### config.mk
export PLATFORM = sky130hd
export DESIGN_NAME = string_literal_unescape_utf8
export DESIGN_NICKNAME = d
export VERILOG_FILES = /design/src/slu_pkg.sv /design/src/slu_front.sv /design/src/slu_queue.sv /design/src/slu_back.sv /design/src/string_literal_unescape_utf8.sv
export SDC_FILE = /design/constraint.sdc
export NUM_CORES = 1
export LEC_CHECK = 0
export BUFFER_PORTS_ARGS = -buffer_cell sky130_fd_sc_hd__buf_2
export CAP_MARGIN = 5
export CORE_UTILIZATION = 70
export CTS_BUF_LIST = sky130_fd_sc_hd__clkbuf_4
export CTS_CLUSTER_DIAMETER = 60
export DETAILED_ROUTE_END_ITERATION = 6
export PLACE_DENSITY = 0.85
export REMOVE_ABC_BUFFERS = 1
export SLEW_MARGIN = 20
export SYNTH_ARGS = -nofsm -noshare
export SYNTH_HDL_FRONTEND = slang
export SYNTH_SLANG_ARGS = --single-unit
### constraint.sdc
create_clock -name clock -period 9.02 [get_ports clock]
set_clock_uncertainty 0.1 [all_clocks]
set_input_delay 0.902 -clock clock [delete_from_list [all_inputs] [get_ports clock]]
set_output_delay 0.902 -clock clock [all_outputs]
set_load 0.1 [all_outputs]
### src/slu_pkg.sv
`timescale 1ns / 1ps
// ----------------------------------------------------------------------------
// slu_pkg
// Shared types and constants for the string literal unescaper.
// ----------------------------------------------------------------------------
package slu_pkg;

   localparam int SLU_QUEUE_DEPTH = 2;

   typedef enum logic [2:0] {
      PH_OUT,
      PH_LIT,
      PH_ESC,
      PH_DIG,
      PH_UTF
   } phase_type;

   typedef enum logic [1:0] {
      ERR_NONE,
      ERR_UNKNOWN,
      ERR_TRUNC
   } err_type;

   localparam logic [7:0] CH_QUOTE     = 8'h22;
   localparam logic [7:0] CH_BACKSLASH = 8'h5C;

   typedef struct packed {
      logic          code_en;
      logic [31:0]   code;
      err_type       code_err;
      logic          tail_en;
      logic [7:0]    tail_byte;
      logic          tail_has;
      logic          tail_end;
      err_type       tail_err;
   } job_type;

endpackage

### src/slu_front.sv
`timescale 1ns / 1ps
// ----------------------------------------------------------------------------
// slu_front
// Classify source bytes, track literal/escape/UTF-8 state, issue output jobs.
// ----------------------------------------------------------------------------
module slu_front import slu_pkg::*; (
   input  logic       clock,
   input  logic       reset,
   input  logic       accept,
   input  logic [7:0] src_byte,
   output logic       job_valid,
   output job_type    job
);

   phase_type   phase_ff, phase_in;
   logic [3:0]  digits_left_ff, digits_left_in;
   logic        radix_hex_ff, radix_hex_in;
   logic [31:0] code_value_ff, code_value_in;
   logic [1:0]  cont_left_ff, cont_left_in;

   phase_type   p_phase;
   logic        p_tail_en, p_has, p_end, p_lead;
   logic [31:0] p_code;
   logic [1:0]  p_cont;

   logic        dig_ok;
   logic [3:0]  dig_val;
   logic [31:0] dig_code;
   logic [3:0]  dig_left;
   logic [31:0] utf_code;
   logic [1:0]  utf_left;

   always_ff @(posedge clock) begin
      if (reset) begin
         phase_ff       <= PH_OUT;
         digits_left_ff <= '0;
         radix_hex_ff   <= 1'b0;
         code_value_ff  <= '0;
         cont_left_ff   <= '0;
      end else if (accept) begin
         phase_ff       <= phase_in;
         digits_left_ff <= digits_left_in;
         radix_hex_ff   <= radix_hex_in;
         code_value_ff  <= code_value_in;
         cont_left_ff   <= cont_left_in;
      end
   end

   // plain literal byte
   always_comb begin
      p_phase   = PH_LIT;
      p_tail_en = 1'b0;
      p_has     = 1'b0;
      p_end     = 1'b0;
      p_lead    = 1'b0;
      p_code    = '0;
      p_cont    = '0;
      if (src_byte == CH_QUOTE) begin
         p_phase   = PH_OUT;
         p_tail_en = 1'b1;
         p_end     = 1'b1;
      end else if (src_byte == CH_BACKSLASH) begin
         p_phase = PH_ESC;
      end else if (!src_byte[7]) begin
         p_tail_en = 1'b1;
         p_has     = 1'b1;
      end else begin
         p_phase = PH_UTF;
         p_lead  = 1'b1;
         if (src_byte[7:5] == 3'b110) begin
            p_code = {27'd0, src_byte[4:0]};
            p_cont = 2'd1;
         end else if (src_byte[7:4] == 4'b1110) begin
            p_code = {28'd0, src_byte[3:0]};
            p_cont = 2'd2;
         end else begin
            p_code = {29'd0, src_byte[2:0]};
            p_cont = 2'd3;
         end
      end
   end

   // escape digit and UTF-8 continuation decode
   always_comb begin
      dig_ok  = 1'b0;
      dig_val = '0;
      if (src_byte inside {["0":"7"]}) begin
         dig_ok  = 1'b1;
         dig_val = src_byte[3:0];
      end else if (radix_hex_ff && (src_byte inside {["8":"9"]})) begin
         dig_ok  = 1'b1;
         dig_val = src_byte[3:0];
      end else if (radix_hex_ff && (src_byte inside {["a":"f"], ["A":"F"]})) begin
         dig_ok  = 1'b1;
         dig_val = src_byte[3:0] + 4'd9;
      end
      dig_code = radix_hex_ff ? {code_value_ff[27:0], dig_val}
                              : {code_value_ff[28:0], dig_val[2:0]};
      dig_left = digits_left_ff - 4'd1;
      utf_code = {code_value_ff[25:0], src_byte[5:0]};
      utf_left = cont_left_ff - 2'd1;
   end

   always_comb begin
      phase_in       = phase_ff;
      digits_left_in = digits_left_ff;
      radix_hex_in   = radix_hex_ff;
      code_value_in  = code_value_ff;
      cont_left_in   = cont_left_ff;
      job            = '0;
      job.code_err   = ERR_NONE;
      job.tail_err   = ERR_NONE;

      case (phase_ff)
         PH_OUT: begin
            if (src_byte == CH_QUOTE) begin
               phase_in = PH_LIT;
            end
         end
         PH_LIT: begin
            phase_in      = p_phase;
            job.tail_en   = p_tail_en;
            job.tail_byte = p_has ? src_byte : 8'd0;
            job.tail_has  = p_has;
            job.tail_end  = p_end;
            if (p_lead) begin
               code_value_in = p_code;
               cont_left_in  = p_cont;
            end
         end
         PH_ESC: begin
            phase_in      = PH_LIT;
            job.tail_has  = 1'b1;
            case (src_byte)
               "a": begin job.tail_en = 1'b1; job.tail_byte = 8'h07; end
               "b": begin job.tail_en = 1'b1; job.tail_byte = 8'h08; end
               "f": begin job.tail_en = 1'b1; job.tail_byte = 8'h0C; end
               "n": begin job.tail_en = 1'b1; job.tail_byte = 8'h0A; end
               "r": begin job.tail_en = 1'b1; job.tail_byte = 8'h0D; end
               "t": begin job.tail_en = 1'b1; job.tail_byte = 8'h09; end
               "v": begin job.tail_en = 1'b1; job.tail_byte = 8'h0B; end
               "x", "u", "U": begin
                  phase_in       = PH_DIG;
                  radix_hex_in   = 1'b1;
                  code_value_in  = '0;
                  digits_left_in = (src_byte == "x") ? 4'd2 :
                                   (src_byte == "u") ? 4'd4 : 4'd8;
               end
               default: begin
                  if (src_byte inside {["0":"7"]}) begin
                     phase_in       = PH_DIG;
                     radix_hex_in   = 1'b0;
                     digits_left_in = 4'd2;
                     code_value_in  = {29'd0, src_byte[2:0]};
                  end else if (src_byte inside {["8":"9"]}) begin
                     job.code_en   = 1'b1;
                     job.code_err  = ERR_TRUNC;
                     job.tail_en   = 1'b1;
                     job.tail_byte = src_byte;
                  end else begin
                     job.tail_en   = 1'b1;
                     job.tail_byte = src_byte;
                     job.tail_err  = (src_byte == CH_QUOTE || src_byte == "'" ||
                                      src_byte == "?" || src_byte == CH_BACKSLASH)
                                     ? ERR_NONE : ERR_UNKNOWN;
                  end
               end
            endcase
         end
         PH_DIG: begin
            if (dig_ok) begin
               code_value_in  = dig_code;
               digits_left_in = dig_left;
               if (dig_left == 4'd0) begin
                  job.code_en = 1'b1;
                  job.code    = dig_code;
                  phase_in    = PH_LIT;
               end
            end else begin
               job.code_en    = 1'b1;
               job.code       = code_value_ff;
               job.code_err   = ERR_TRUNC;
               digits_left_in = '0;
               phase_in       = p_phase;
               job.tail_en    = p_tail_en;
               job.tail_byte  = p_has ? src_byte : 8'd0;
               job.tail_has   = p_has;
               job.tail_end   = p_end;
               if (p_lead) begin
                  code_value_in = p_code;
                  cont_left_in  = p_cont;
               end
            end
         end
         PH_UTF: begin
            if (src_byte[7:6] != 2'b10) begin
               job.tail_en  = 1'b1;
               job.tail_has = 1'b1;
               cont_left_in = '0;
               phase_in     = PH_LIT;
            end else begin
               code_value_in = utf_code;
               cont_left_in  = utf_left;
               if (utf_left == 2'd0) begin
                  job.code_en = 1'b1;
                  job.code    = utf_code;
                  phase_in    = PH_LIT;
               end
            end
         end
         default: begin
            phase_in = PH_OUT;
         end
      endcase

      job_valid = job.code_en | job.tail_en;
   end

endmodule

### src/slu_queue.sv
`timescale 1ns / 1ps
// ----------------------------------------------------------------------------
// slu_queue
// Small job queue between the byte classifier and the output serializer.
// ----------------------------------------------------------------------------
module slu_queue import slu_pkg::*; #(
   parameter int DEPTH = SLU_QUEUE_DEPTH
) (
   input  logic    clock,
   input  logic    reset,
   input  logic    push,
   input  job_type push_job,
   input  logic    pop,
   output job_type head_job,
   output logic    empty,
   output logic    full
);

   localparam int AW = $clog2(DEPTH);
   localparam int CW = $clog2(DEPTH + 1);
   localparam logic [AW-1:0] LAST_PTR = AW'(DEPTH - 1);
   localparam logic [CW-1:0] FULL_CNT = CW'(DEPTH);

   job_type        mem_ff [DEPTH];
   logic [AW-1:0]  wr_ptr_ff, rd_ptr_ff;
   logic [CW-1:0]  count_ff;

   always_ff @(posedge clock) begin
      if (push) begin
         mem_ff[wr_ptr_ff] <= push_job;
      end
   end

   always_ff @(posedge clock) begin
      if (reset) begin
         wr_ptr_ff <= '0;
         rd_ptr_ff <= '0;
         count_ff  <= '0;
      end else begin
         if (push) begin
            wr_ptr_ff <= (wr_ptr_ff == LAST_PTR) ? '0 : wr_ptr_ff + 1'b1;
         end
         if (pop) begin
            rd_ptr_ff <= (rd_ptr_ff == LAST_PTR) ? '0 : rd_ptr_ff + 1'b1;
         end
         case ({push, pop})
            2'b10:   count_ff <= count_ff + 1'b1;
            2'b01:   count_ff <= count_ff - 1'b1;
            default: count_ff <= count_ff;
         endcase
      end
   end

   assign head_job = mem_ff[rd_ptr_ff];
   assign empty    = (count_ff == '0);
   assign full     = (count_ff == FULL_CNT);

endmodule

### src/slu_back.sv
`timescale 1ns / 1ps
// ----------------------------------------------------------------------------
// slu_back
// Expand each job into UTF-8 result bytes, one per cycle while the receiver is
// ready, into the output register.
// ----------------------------------------------------------------------------
module slu_back import slu_pkg::*; (
   input  logic       clock,
   input  logic       reset,
   input  job_type    head_job,
   input  logic       empty,
   output logic       pop,
   output logic       rsp_tvalid,
   input  logic       rsp_tready,
   output logic [7:0] rsp_tdata,   // out_byte
   output logic [3:0] rsp_tuser,   // has_byte, literal_end, error_code[1:0]
   output logic       rsp_tlast    // last
);

   logic [2:0] step_ff, step_in;
   logic       valid_ff;
   logic [7:0] byte_ff;
   logic       has_ff, end_ff, last_ff;
   err_type    err_ff;

   logic       load;
   logic [2:0] ncode, total;
   logic [1:0] pos;
   logic [7:0] r_byte;
   logic       r_has, r_end, r_last;
   err_type    r_err;
   logic [31:0] c;

   assign c    = head_job.code;
   assign load = !valid_ff || rsp_tready;

   always_comb begin
      if (!head_job.code_en)     ncode = 3'd0;
      else if (c < 32'h80)       ncode = 3'd1;
      else if (c < 32'h800)      ncode = 3'd2;
      else if (c < 32'h10000)    ncode = 3'd3;
      else                       ncode = 3'd4;
      total = ncode + {2'd0, head_job.tail_en};
      pos   = 2'(ncode - 3'd1 - step_ff);

      r_has = 1'b1;
      r_end = 1'b0;
      r_err = ERR_NONE;
      if (step_ff < ncode) begin
         if (step_ff == 3'd0) begin
            r_err = head_job.code_err;
            case (ncode)
               3'd1:    r_byte = c[7:0];
               3'd2:    r_byte = 8'hC0 | c[13:6];
               3'd3:    r_byte = 8'hE0 | c[19:12];
               default: r_byte = 8'hF0 | c[25:18];
            endcase
         end else begin
            case (pos)
               2'd0:    r_byte = {2'b10, c[5:0]};
               2'd1:    r_byte = {2'b10, c[11:6]};
               default: r_byte = {2'b10, c[17:12]};
            endcase
         end
      end else begin
         r_byte = head_job.tail_byte;
         r_has  = head_job.tail_has;
         r_end  = head_job.tail_end;
         r_err  = head_job.tail_err;
      end
      r_last = (step_ff + 3'd1 == total);

      pop     = load && !empty && r_last;
      step_in = step_ff;
      if (load && !empty) begin
         step_in = r_last ? 3'd0 : step_ff + 3'd1;
      end
   end

   always_ff @(posedge clock) begin
      if (reset) begin
         step_ff  <= '0;
         valid_ff <= 1'b0;
      end else begin
         step_ff <= step_in;
         if (load) begin
            valid_ff <= !empty;
         end
      end
   end

   always_ff @(posedge clock) begin
      if (load && !empty) begin
         byte_ff <= r_byte;
         has_ff  <= r_has;
         end_ff  <= r_end;
         err_ff  <= r_err;
         last_ff <= r_last;
      end
   end

   assign rsp_tvalid = valid_ff;
   assign rsp_tdata  = byte_ff;
   assign rsp_tuser  = {err_ff, end_ff, has_ff};
   assign rsp_tlast  = last_ff;

endmodule

### src/string_literal_unescape_utf8.sv
`timescale 1ns / 1ps
// ----------------------------------------------------------------------------
// string_literal_unescape_utf8
// Unescape a C string literal byte stream into UTF-8 value bytes.
// ----------------------------------------------------------------------------
// One source byte is accepted per cycle while the job queue is not full. Each
// byte yields zero to five result transactions; the serializer delivers one
// result per cycle while the receiver is ready. Jobs wait in a queue of
// QUEUE_DEPTH entries, and the input stalls only when that queue is full.
// A closing quote gives a result with has_byte low and literal_end high;
// error_code rides on the first result of the affected code point.
// ----------------------------------------------------------------------------
module string_literal_unescape_utf8 import slu_pkg::*; #(
   parameter int QUEUE_DEPTH = SLU_QUEUE_DEPTH
) (
   input  logic       clock,
   input  logic       reset,
   input  logic       req_tvalid,
   output logic       req_tready,
   input  logic [7:0] req_tdata,   // source_byte
   output logic       rsp_tvalid,
   input  logic       rsp_tready,
   output logic [7:0] rsp_tdata,   // out_byte
   output logic [3:0] rsp_tuser,   // has_byte, literal_end, error_code[1:0]
   output logic       rsp_tlast    // last
);

   logic    accept, job_valid, q_empty, q_full, q_pop;
   job_type job, head_job;

   assign req_tready = !q_full;
   assign accept     = req_tvalid && req_tready;

   slu_front u_front (
      .clock     (clock),
      .reset     (reset),
      .accept    (accept),
      .src_byte  (req_tdata),
      .job_valid (job_valid),
      .job       (job)
   );

   slu_queue #(.DEPTH(QUEUE_DEPTH)) u_queue (
      .clock    (clock),
      .reset    (reset),
      .push     (accept && job_valid),
      .push_job (job),
      .pop      (q_pop),
      .head_job (head_job),
      .empty    (q_empty),
      .full     (q_full)
   );

   slu_back u_back (
      .clock      (clock),
      .reset      (reset),
      .head_job   (head_job),
      .empty      (q_empty),
      .pop        (q_pop),
      .rsp_tvalid (rsp_tvalid),
      .rsp_tready (rsp_tready),
      .rsp_tdata  (rsp_tdata),
      .rsp_tuser  (rsp_tuser),
      .rsp_tlast  (rsp_tlast)
   );

endmodule

; Word level (Yosys, flattened, before mapping)
; Memory sizes are Yosys's and may differ from the RTL's. A register that Yosys moved wholly into a read port is not among the register bits.
; Index checks and enable logic that the tools add are counted.
[totals]
reg_bits = 63
latchBits = 0
mem_bits_rw = 96
mem_bits_ro = 0
inputBits = 12
out_inout_bits = 15
word_cells = 212
n_memories = 1
[mem_list]
columns = memory, words, width, read_ports, rd_clocked_by_memory_dff, write_ports, line_no
row1 = u_queue.mem_ff, 2, 48, 1, 1, 1, slu_queue.sv:24  ; job_type mem_ff [DEPTH];
[op_classes]
n_addsub = 11
multipliers = 0
div_mod_pow = 0
order_cmp = 12
n_eq_ne = 36
n_shift = 0
n_mux = 98
bitwise = 2
n_reduce_logical = 37
[op_table]
columns = operator, count
row1 = two-way mux 32 bit, 9
row2 = two-way mux 33 bit, 4
row3 = case mux 32 bit (2 select lines), 2
row4 = case mux 32 bit (4 select lines), 1
row5 = equality test 8 x 7 -> 1 bit (second input constant), 11
row6 = case mux 9 bit (8 select lines), 1
row7 = case mux 8 bit (3 select lines), 2
row8 = two-way mux 3 bit, 13
row9 = less-than comparator 32 x 12 -> 1 bit (second input constant), 1
row10 = less-than comparator 32 x 17 -> 1 bit (second input constant), 1
row11 = less-than comparator 32 x 8 -> 1 bit (second input constant), 1
row12 = two-way mux 2 bit, 16
row13 = two-way mux 4 bit, 8
row14 = equality test 8 x 6 -> 1 bit (second input constant), 3
row15 = two-way mux 1 bit, 24
row16 = two-way mux 8 bit, 3
row17 = greater-or-equal comparator 8 x 6 -> 1 bit (second input constant), 2
row18 = greater-or-equal comparator 8 x 7 -> 1 bit (second input constant), 2
row19 = less-or-equal comparator 8 x 6 -> 1 bit (second input constant), 2
row20 = less-or-equal comparator 8 x 7 -> 1 bit (second input constant), 2
row21 = case mux 4 bit (2 select lines), 2
row22 = case mux 3 bit (5 select lines), 1
row23 = two-way mux 13 bit, 1
row24 = equality test 3 x 2 -> 1 bit (second input constant), 4
row25 = 45 further kinds, 80

; Logic depth before layout (Yosys ltp)
; Gate-level depths: netlist of the first run.
[depth]
ltp_word = 15
ltp_mapped = 17

; Modules after synthesis
; Synthesis of the first run repeated with hierarchy kept, for this count alone.
[hier_totals]
hier_cells = 1066
area_unflattened_um2 = 10089.7
[by_module_without_submodules]
columns = module, instances, cells_each, area_per_inst_um2, seq_area_each_um2
row1 = slu_front, 1, 753, 5069.9, 840.8
row2 = slu_queue, 1, 171, 3658.5, 2982.9
row3 = slu_back, 1, 139, 1342.5, 470.5
row4 = string_literal_unescape_utf8, 1, 3, 18.8, 0.0

; Worst setup path after synthesis of the first run
; Ideal clock, no wire load.
[synth_path]
path_type = input to register
from = input port req_tdata[1]
to = memory u_queue.mem_ff[0][0] (netlist name), enable pin
setup_ns = 0.450
arrival_ns = 4.304
required_time_ns = 8.470
path_slack_ns = 4.166
stages = 10
n_path_buf = 2
path_cell_list = buf_2 inv_1 ha_1 nand2_1 nor4_4 or3_1 buf_2 a21oi_1 o31ai_4 nor2_1
[synth_via]
elab_chain_cells = 13
[synth_lines]
columns = element, line_no
row1 = "start, declared", string_literal_unescape_utf8.sv:20  ; input logic [7:0] req_tdata,
row2 = greater-or-equal comparator 8 x 7 -> 1 bit / less-or-equal comparator 8 x 7 -> 1 bit (equally long branches), slu_front.sv:93  ; end else if (radix_hex_ff && (src_byte inside {["a":"f"], ["A":"F"]})) begin
row3 = logical AND 1 bit, slu_front.sv:93
row4 = nonzero test 2 bit, slu_front.sv:93
row5 = logical AND 1 bit, slu_front.sv:93
row6 = two-way mux 1 bit, slu_front.sv:93
row7 = two-way mux 1 bit, slu_front.sv:90  ; end else if (radix_hex_ff && (src_byte inside {["8":"9"]})) begin
row8 = two-way mux 1 bit, slu_front.sv:87  ; if (src_byte inside {["0":"7"]}) begin
row9 = two-way mux 13 bit / two-way mux 33 bit (equally long branches), slu_front.sv:171  ; if (dig_ok) begin
row10 = case mux 1 bit (4 select lines) / case mux 1 bit (3 select lines) (equally long branches), slu_front.sv:114  ; case (phase_ff)
row11 = OR 1 bit *, slu_front.sv:216  ; job_valid = job.code_en | job.tail_en;
row12 = logical AND 1 bit *, string_literal_unescape_utf8.sv:46  ; .push (accept && job_valid),
row13 = two-way mux 1 bit *, slu_queue.sv:29  ; if (push) begin
row14 = two-way mux 1 bit (implied by the code) *, slu_queue.sv:30  ; mem_ff[wr_ptr_ff] <= push_job;
row15 = "end, declared", slu_queue.sv:24
; Mark *: on every way between the ends. The rest lies on a longest branch, timed or not.

==> metrics.cfg, run 1 <==
[status]
status = finished clean

[routing]
wl_met2_um = 11200
wl_met3_um = 2390
ant_nets = 0
drtIter0Drc = 1321
vias_per_cell = 7.11
routed_wl_um = 24200
drc_errors = 0
highest_layer = met4
vias = 7802
drtPass1Iterations = 7
wl_met1_um = 9790
wl_per_cell_um = 22.0

[clocking]
postCtsSetupBuffers = 0
htree_levels = 4
clk_pin_slew_worst_paths_ns = 0.14
max-clock-path-buffers = 2
cts.hold.buffers_added = 0
cts_resized = 0
cts-buffers-inserted = 17
insertion_delay_ns = 0.57
cts_root_buf = clkbuf_4
clock-sinks = 156
cts_tree = done

[yosys]
syn_avg_cell_area_um2 = 9.94
ys_types = 83
syn_area_um2 = 9230
seq_area_frac_synth = 0.452
synth_edf_count = 105
synth-warning-count = 0
synthArstFlopShare = 0
ys.flop_type = edfxtp_1
ys_ff_latch = 156
synthCells = 929

[timing]
tightestPinTransition_ns = 1.00
tns_ns = 0
finalMaxSlewViolations = 0
hold-worst-slack_ns = 0.399
finalSetupViolCount = 0
min_period_over_period = 0.516
rsz0062_at_grt = false
hold_viol_final = 0
max_freq_mhz = 215
relSlewSlack = 0.326
min_period_ns = 4.65
setup_ws_ns = 4.37

[finish]
final_util = 0.757
drive_gt1_frac = 0.126
nFillCells = 939
layout_commonest_cell = edfxtp_1
n_antenna_cell = 0
final_cell_mix = edfxtp_1, nand2_1, a21oi_1, o21ai_0, mux2i_1
area_growth_pct = 4.35
nets = 939
final_area_um2 = 9640

[grt]
grt_pass1_vias = 7037
antenna_found_initial = 0
grt_overflow_total = 0
grt_start_max_net_pins = 123
grt_util_all_layers = 0.367
grt_pass1_wl_um = 37500

[floorplanning]
start_util = 0.726
die_x_um = 117
dieArea_um2 = 13700
placementRows = 41
ios = 27
coreArea_um2 = 12700
chipHeight_um = 117

[power_and_ir_drop]
vdd.ir_drop.worst_mv = 0.0979
p_per_area_nw_per_um2 = 141
p_leak_uw = 0.00291

[placement]
place_area_um2 = 9350
globalplace.congestion = 0.950
hpwl_um = 16100
io_buffers = 26
dp_slack_ns = 4.44

[worst_setup_path]
start_kind = flip-flop
slowest_stage = a221oi_2
required_ns = 9.41
crit_fanout = 51
crit_path_max_incr_delay_ns = 0.57
critPathBufInv = 1
arrival_ns = 5.04
critical_path_class = reg -> reg
cpMostUsedCell = ha_1
cp-end-kind = flip-flop
crit_chain = buf_4 > nand2_1 > nand4b_1 > a221oi_2 > o21a_1 > ha_1 > ha_1 > xor2_1 > xnor2_1 > or3_1 > o32ai_1 > nor2_1 > nor2_1 > ha_1 > or3_1 > a21oi_1
cp_top_family = simple AND/OR/NAND/NOR gates

[job]
cap_viol_max_count = 0

[worst_hold_path]
hold_class = reg -> reg

## stage by stage
step	total power (µW)	instances
final	1360	1097
after global routing	1400	1097
after CTS	1360	1096
after detailed placement	973	1064
after global placement	967	1064
after floorplan	922	854
## registers in the layout, summed over array words and instances (netlist names), named ones only
| signal | cells |
|---|---|
| u_back.end_ff | 1 |
| u_back.err_ff | 2 |
| u_back.has_ff | 1 |
| u_back.rsp_tdata | 8 |
| u_back.rsp_tlast | 1 |
| u_back.rsp_tvalid | 1 |
| u_back.step_ff | 3 |
| u_front.code_value_ff | 32 |
| u_front.cont_left_ff | 2 |
| u_front.digits_left_ff | 4 |
| u_front.phase_ff | 3 |
| u_front.radix_hex_ff | 1 |
| u_queue.count_ff | 2 |
| u_queue.mem_ff | 92 |
| u_queue.rd_ptr_ff | 1 |
| u_queue.wr_ptr_ff | 1 |
## area by class of cell
cell class	instances	area, µm²	area share
clock buffer	19	143	0.0148
clock inverter	13	119	0.0123
inverter	20	75.1	0.00779
multi-input combinational	678	4660	0.484
sequential	156	4180	0.433
tap	172	215	0.0223
timing repair buffer	39	248	0.0257
## cell usage after synthesis (14+ instances only)
| master | instances | area share |
|---|---|---|
| nand3b_1 | 27 | 0.022 |
| nand2b_1 | 16 | 0.011 |
| dfxtp_1 | 51 | 0.11 |
| edfxtp_1 | 105 | 0.34 |
| o21ai_0 | 64 | 0.035 |
| o31ai_1 | 28 | 0.023 |
| clkbuf_1 | 36 | 0.015 |
| a31oi_1 | 14 | 0.0095 |
| nor3_1 | 36 | 0.020 |
| mux2i_1 | 56 | 0.061 |
| o2bb2ai_1 | 25 | 0.024 |
| nand2_1 | 76 | 0.031 |
| nand3_1 | 14 | 0.0076 |
| a22oi_1 | 24 | 0.020 |
| buf_2 | 25 | 0.014 |
| ha_1 | 15 | 0.020 |
| a21oi_1 | 64 | 0.035 |
| inv_1 | 19 | 0.0077 |
| nor2_1 | 51 | 0.021 |
## worst reg2reg max path, cell delays in order, from the launching register on
cell and delay, ns:
dfxtp_2 0.34, buf_4 0.51, nand2_1 0.31, nand4b_1 0.27, a221oi_2 0.57, o21a_1 0.24
ha_1 0.17, ha_1 0.16, xor2_1 0.20, xnor2_1 0.21, or3_1 0.16, o32ai_1 0.07
nor2_1 0.32, nor2_1 0.09, ha_1 0.36, or3_1 0.35, a21oi_1 0.15
## per-layer routing
layer	global-route usage	vias to the layer above
met1	0.510	3693
met2	0.563	509
li1	-	3515
met5	0	-
met3	0.0824	85
met4	0.145	0
## final timing paths
check,startpoint,depth (start not counted),end,slack [ns]
hold / removal,u_front.code_value_ff[29],2,u_front.code_value_ff[29],0.40
setup / recovery,flip-flop,16,u_queue.count_ff[1],4.37
setup reg to reg,flip-flop,16,u_queue.count_ff[1],4.37
hold reg to reg,u_front.code_value_ff[29],2,u_front.code_value_ff[29],0.40
## kinds of logic (layout without fill, tap and decap cells)
logic type,Yosys count,count (layout),synth area share
compound gates,294,294,0.218
simple gates,291,291,0.170
xor+xnor,9,9,0.00854
mux,69,69,0.0839
buf+inv,95,91,0.0473
flops,156,156,0.452
fa+ha+maj,15,15,0.0203
## power breakdown
group / total [µW] / leakage, µW / switching (µW) / internal (µW)
clock network: 396 / 0.000145 / 251 / 145
registers: 789 / 0.00139 / 10.2 / 778
logic: 172 / 0.00138 / 126 / 46.2
total: 1360 / 0.00291 / 387 / 970
Power figures use the tool's default switching activity.
==> run 2: changes to the inputs <==
--- a/config.mk
+++ b/config.mk
@@ -5,13 +5,14 @@
 export SDC_FILE = /design/constraint.sdc
 export NUM_CORES = 1
 export LEC_CHECK = 0
+export ABC_AREA = 1
 export BUFFER_PORTS_ARGS = -buffer_cell sky130_fd_sc_hd__buf_2
 export CAP_MARGIN = 5
-export CORE_UTILIZATION = 70
+export CORE_UTILIZATION = 59
 export CTS_BUF_LIST = sky130_fd_sc_hd__clkbuf_4
 export CTS_CLUSTER_DIAMETER = 60
 export DETAILED_ROUTE_END_ITERATION = 6
-export PLACE_DENSITY = 0.85
+export PLACE_DENSITY = 0.76
 export REMOVE_ABC_BUFFERS = 1
 export SLEW_MARGIN = 20
 export SYNTH_ARGS = -nofsm -noshare
==> constraint.sdc (replaced) <==
create_clock -name clock -period 4.2 [get_ports clock]
set_clock_uncertainty 0.1 [all_clocks]
set_input_delay 0.42 -clock clock [delete_from_list [all_inputs] [get_ports clock]]
set_output_delay 0.42 -clock clock [all_outputs]
set_load 0.1 [all_outputs]
==> run 2 against run 1 <==
Compared with the run above: register-to-register slack got worse by 3.9 ns; routed wire length hardly changed; final area shrank 0.23%; total power up 93%; synthesized area is 0.76% lower; maximum frequency increased by 23%; sequential cell count unchanged; first-iteration DRC count decreased by 17%; worst hold slack worse by 0.33 ns; setup slack lost 3.9 ns; count of clock-buffer cells in the layout rose by 1; synthesized cell count increased by 27%; critical path type unchanged; critical endpoint is now u_back.rsp_tdata[3]; highest routed layer unchanged.
==> metrics.cfg, run 2 <==
[status]
status = finished clean

[floorplanning]
placementRows = 45
ios = 27
dieArea_um2 = 16000
chipHeight_um = 127
coreArea_um2 = 15200
die_x_um = 127
start_util = 0.603

[worst_setup_path]
required_ns = 4.52
critical_path_class = reg -> reg
cp-end-kind = flip-flop
r2r_cells = 16
slowest_stage = dfxtp_2
r2r-end = u_back.rsp_tdata[3]
crit_path_end = u_back.rsp_tdata[3]
arrival_ns = 4.09
start_kind = flip-flop
r2r_slack_ns = 0.42
crit_fanout = 26
crit_chain = buf_12 > inv_2 > o21ai_0 > nand3_1 > nor2_1 > nand3_1 > buf_4 > nor2_1 > inv_1 > ha_1 > xnor2_1 > inv_1 > or2_2 > o221ai_1 > a21oi_1 > a22oi_1
crit_path_max_incr_delay_ns = 0.46

[finish]
largest_register = u_queue.mem_ff
largest_reg_flops = 92
nets = 1206
final_area_um2 = 9610
layout_commonest_cell = nand2_1
area_growth_pct = 4.90
multi_input_area_um2 = 4270
drive_gt1_frac = 0.110
seq_area_um2 = 4180
final_cell_mix = nand2_1, nor2_1, o21ai_0, nand3_1, edfxtp_1
nFillCells = 1359

[clocking]
cts_root_buf = clkbuf_4
max-clock-path-buffers = 2
clock-sinks = 156
cts_resized = 0
postCtsSetupBuffers = 0
cts.hold.buffers_added = 0
insertion_delay_ns = 0.58
cts-buffers-inserted = 17
htree_levels = 4
clk_pin_slew_worst_paths_ns = 0.13
cts_tree = done

[timing]
tightestPinTransition_ns = 0.829
max_freq_mhz = 265
min_period_ns = 3.78
relSlewSlack = 0.446
rsz0062_at_grt = false
finalMaxSlewViolations = 0
finalSetupViolCount = 0
min_period_over_period = 0.900
setup_ws_ns = 0.422
hold_viol_final = 0
hold-worst-slack_ns = 0.0661

[yosys]
synthArstFlopShare = 0
ys_ff_latch = 156
syn_area_um2 = 9160
ys.flop_type = edfxtp_1
yosys-top-cells-count = nand2_1, nor2_1, o21ai_0
syn_avg_cell_area_um2 = 7.79
yosysMostFrequentCell = nand2_1
synth_edf_count = 105
synth-warning-count = 0
synthTopCellsByArea = edfxtp_1, dfxtp_1, nand2_1
synth_top_area_cell = edfxtp_1
seq_area_frac_synth = 0.455
synthCells = 1177
ys_types = 50
yosys.area.top_type_share = 0.344

[grt]
grtUsageMet3 = 0.0548
grt_start_max_net_pins = 63
grtUsageMet1 = 0.454
grt_pass1_vias = 7599
grt-busiest-layer = met2
use_met2 = 0.477
grt_pass1_wl_um = 39200
grt_overflow_total = 0
antenna_found_initial = 1
grt_util_all_layers = 0.316

[job]
cap_viol_max_count = 0

[power_and_ir_drop]
swShare = 0.250
combPwrFrac = 0.044
p_int_uw = 1970
vdd.ir_drop.worst_mv = 0.152
switchingPower_uw = 656
clkPwrFrac = 0.338
p_seq_frac = 0.618
p_per_area_nw_per_um2 = 273
p_leak_uw = 0.00350

[placement]
io_buffers = 26
place_area_um2 = 9340
hpwl_um = 16600
globalplace.congestion = 1.01
dp_slack_ns = 0.430

[routing]
drtPass1Iterations = 6
routed_wl_um = 24200
drc_errors = 0
drtIter0Drc = 1092
ant_nets = 0
vias_per_cell = 6.04
vias = 8344
wl_per_cell_um = 17.5

[worst_hold_path]
hold_class = in -> reg

-- run 2: worst min path at each step --
stage                               from  cells after the start                         to
3_5_place_dp   u_front.code_value_ff[31]                      2  u_front.code_value_ff[31]
3_3_place_gp   u_front.code_value_ff[31]                      2  u_front.code_value_ff[31]
4_1_cts                       rsp_tready                      4          u_back.rsp_tvalid
5_1_grt                       rsp_tready                      4          u_back.rsp_tvalid
6_report                      rsp_tready                      4          u_back.rsp_tvalid
2_1_floorplan    u_front.cont_left_ff[1]                      2    u_front.cont_left_ff[1]
-- run 2: area by class of cell --
cell class / count / area share
Antenna cell: 1 / 0.000260
Clock buffer: 20 / 0.0156
Clock inverter: 12 / 0.0121
Inverter: 107 / 0.0420
Multi-Input combinational cell: 856 / 0.444
Sequential cell: 156 / 0.434
Tap cell: 188 / 0.0245
Timing Repair Buffer: 41 / 0.0266
-- run 2: per-stage QoR --
step | utilization | instances | total power, µW | TNS (ns)
after floorplan | - | 1119 | 1720 | -34.24
after global placement | 0.615 | 1348 | 1770 | 0
after detailed placement | 0.615 | 1348 | 1770 | 0
after CTS | 0.632 | 1380 | 2640 | 0
after global routing | 0.632 | 1381 | 2700 | 0
final | 0.632 | 1381 | 2620 | 0
-- run 2: power groups by stage --
stage	Clock, µW	Combinational [µW]	Sequential [µW]
6_report	886	116	1620
5_1_grt	951	125	1620
4_1_cts	901	113	1620
3_5_place_dp	0	112	1660
3_3_place_gp	0	113	1660
2_1_floorplan	0	61.8	1660
-- run 2: worst max-delay path: cells and delay by family (launching register included) --
kind,cells,cell delay (ns)
XOR/XNOR,1,0.28
adder cells (fa/ha/maj),1,0.31
AO/OA/AOI/OAI,4,0.72
AND/OR/NAND/NOR,5,0.93
flip-flops,1,0.46
buffers and inverters,5,0.82
-- run 2: cells by family (layout without fill, tap and decap cells) --
kind of cell	count (synthesis)	after routing	synth area share
muxes	4	4	0.00437
xor gates and xnor gates	6	6	0.00573
and+or+nand+nor	560	560	0.273
AOI/OAI and AO/OA	271	271	0.161
buffers and inverters	165	180	0.0791
DFF	156	156	0.455
adders and majority gates	15	15	0.0205
other	0	1	0
-- run 2: metal layers --
metal / vias to the layer above / part of all wire
met3: 60 / 0.091
met1: 3823 / 0.44
met4: 0 / 0.026
li1: 4027 / -
met2: 434 / 0.45
met5: - / 0
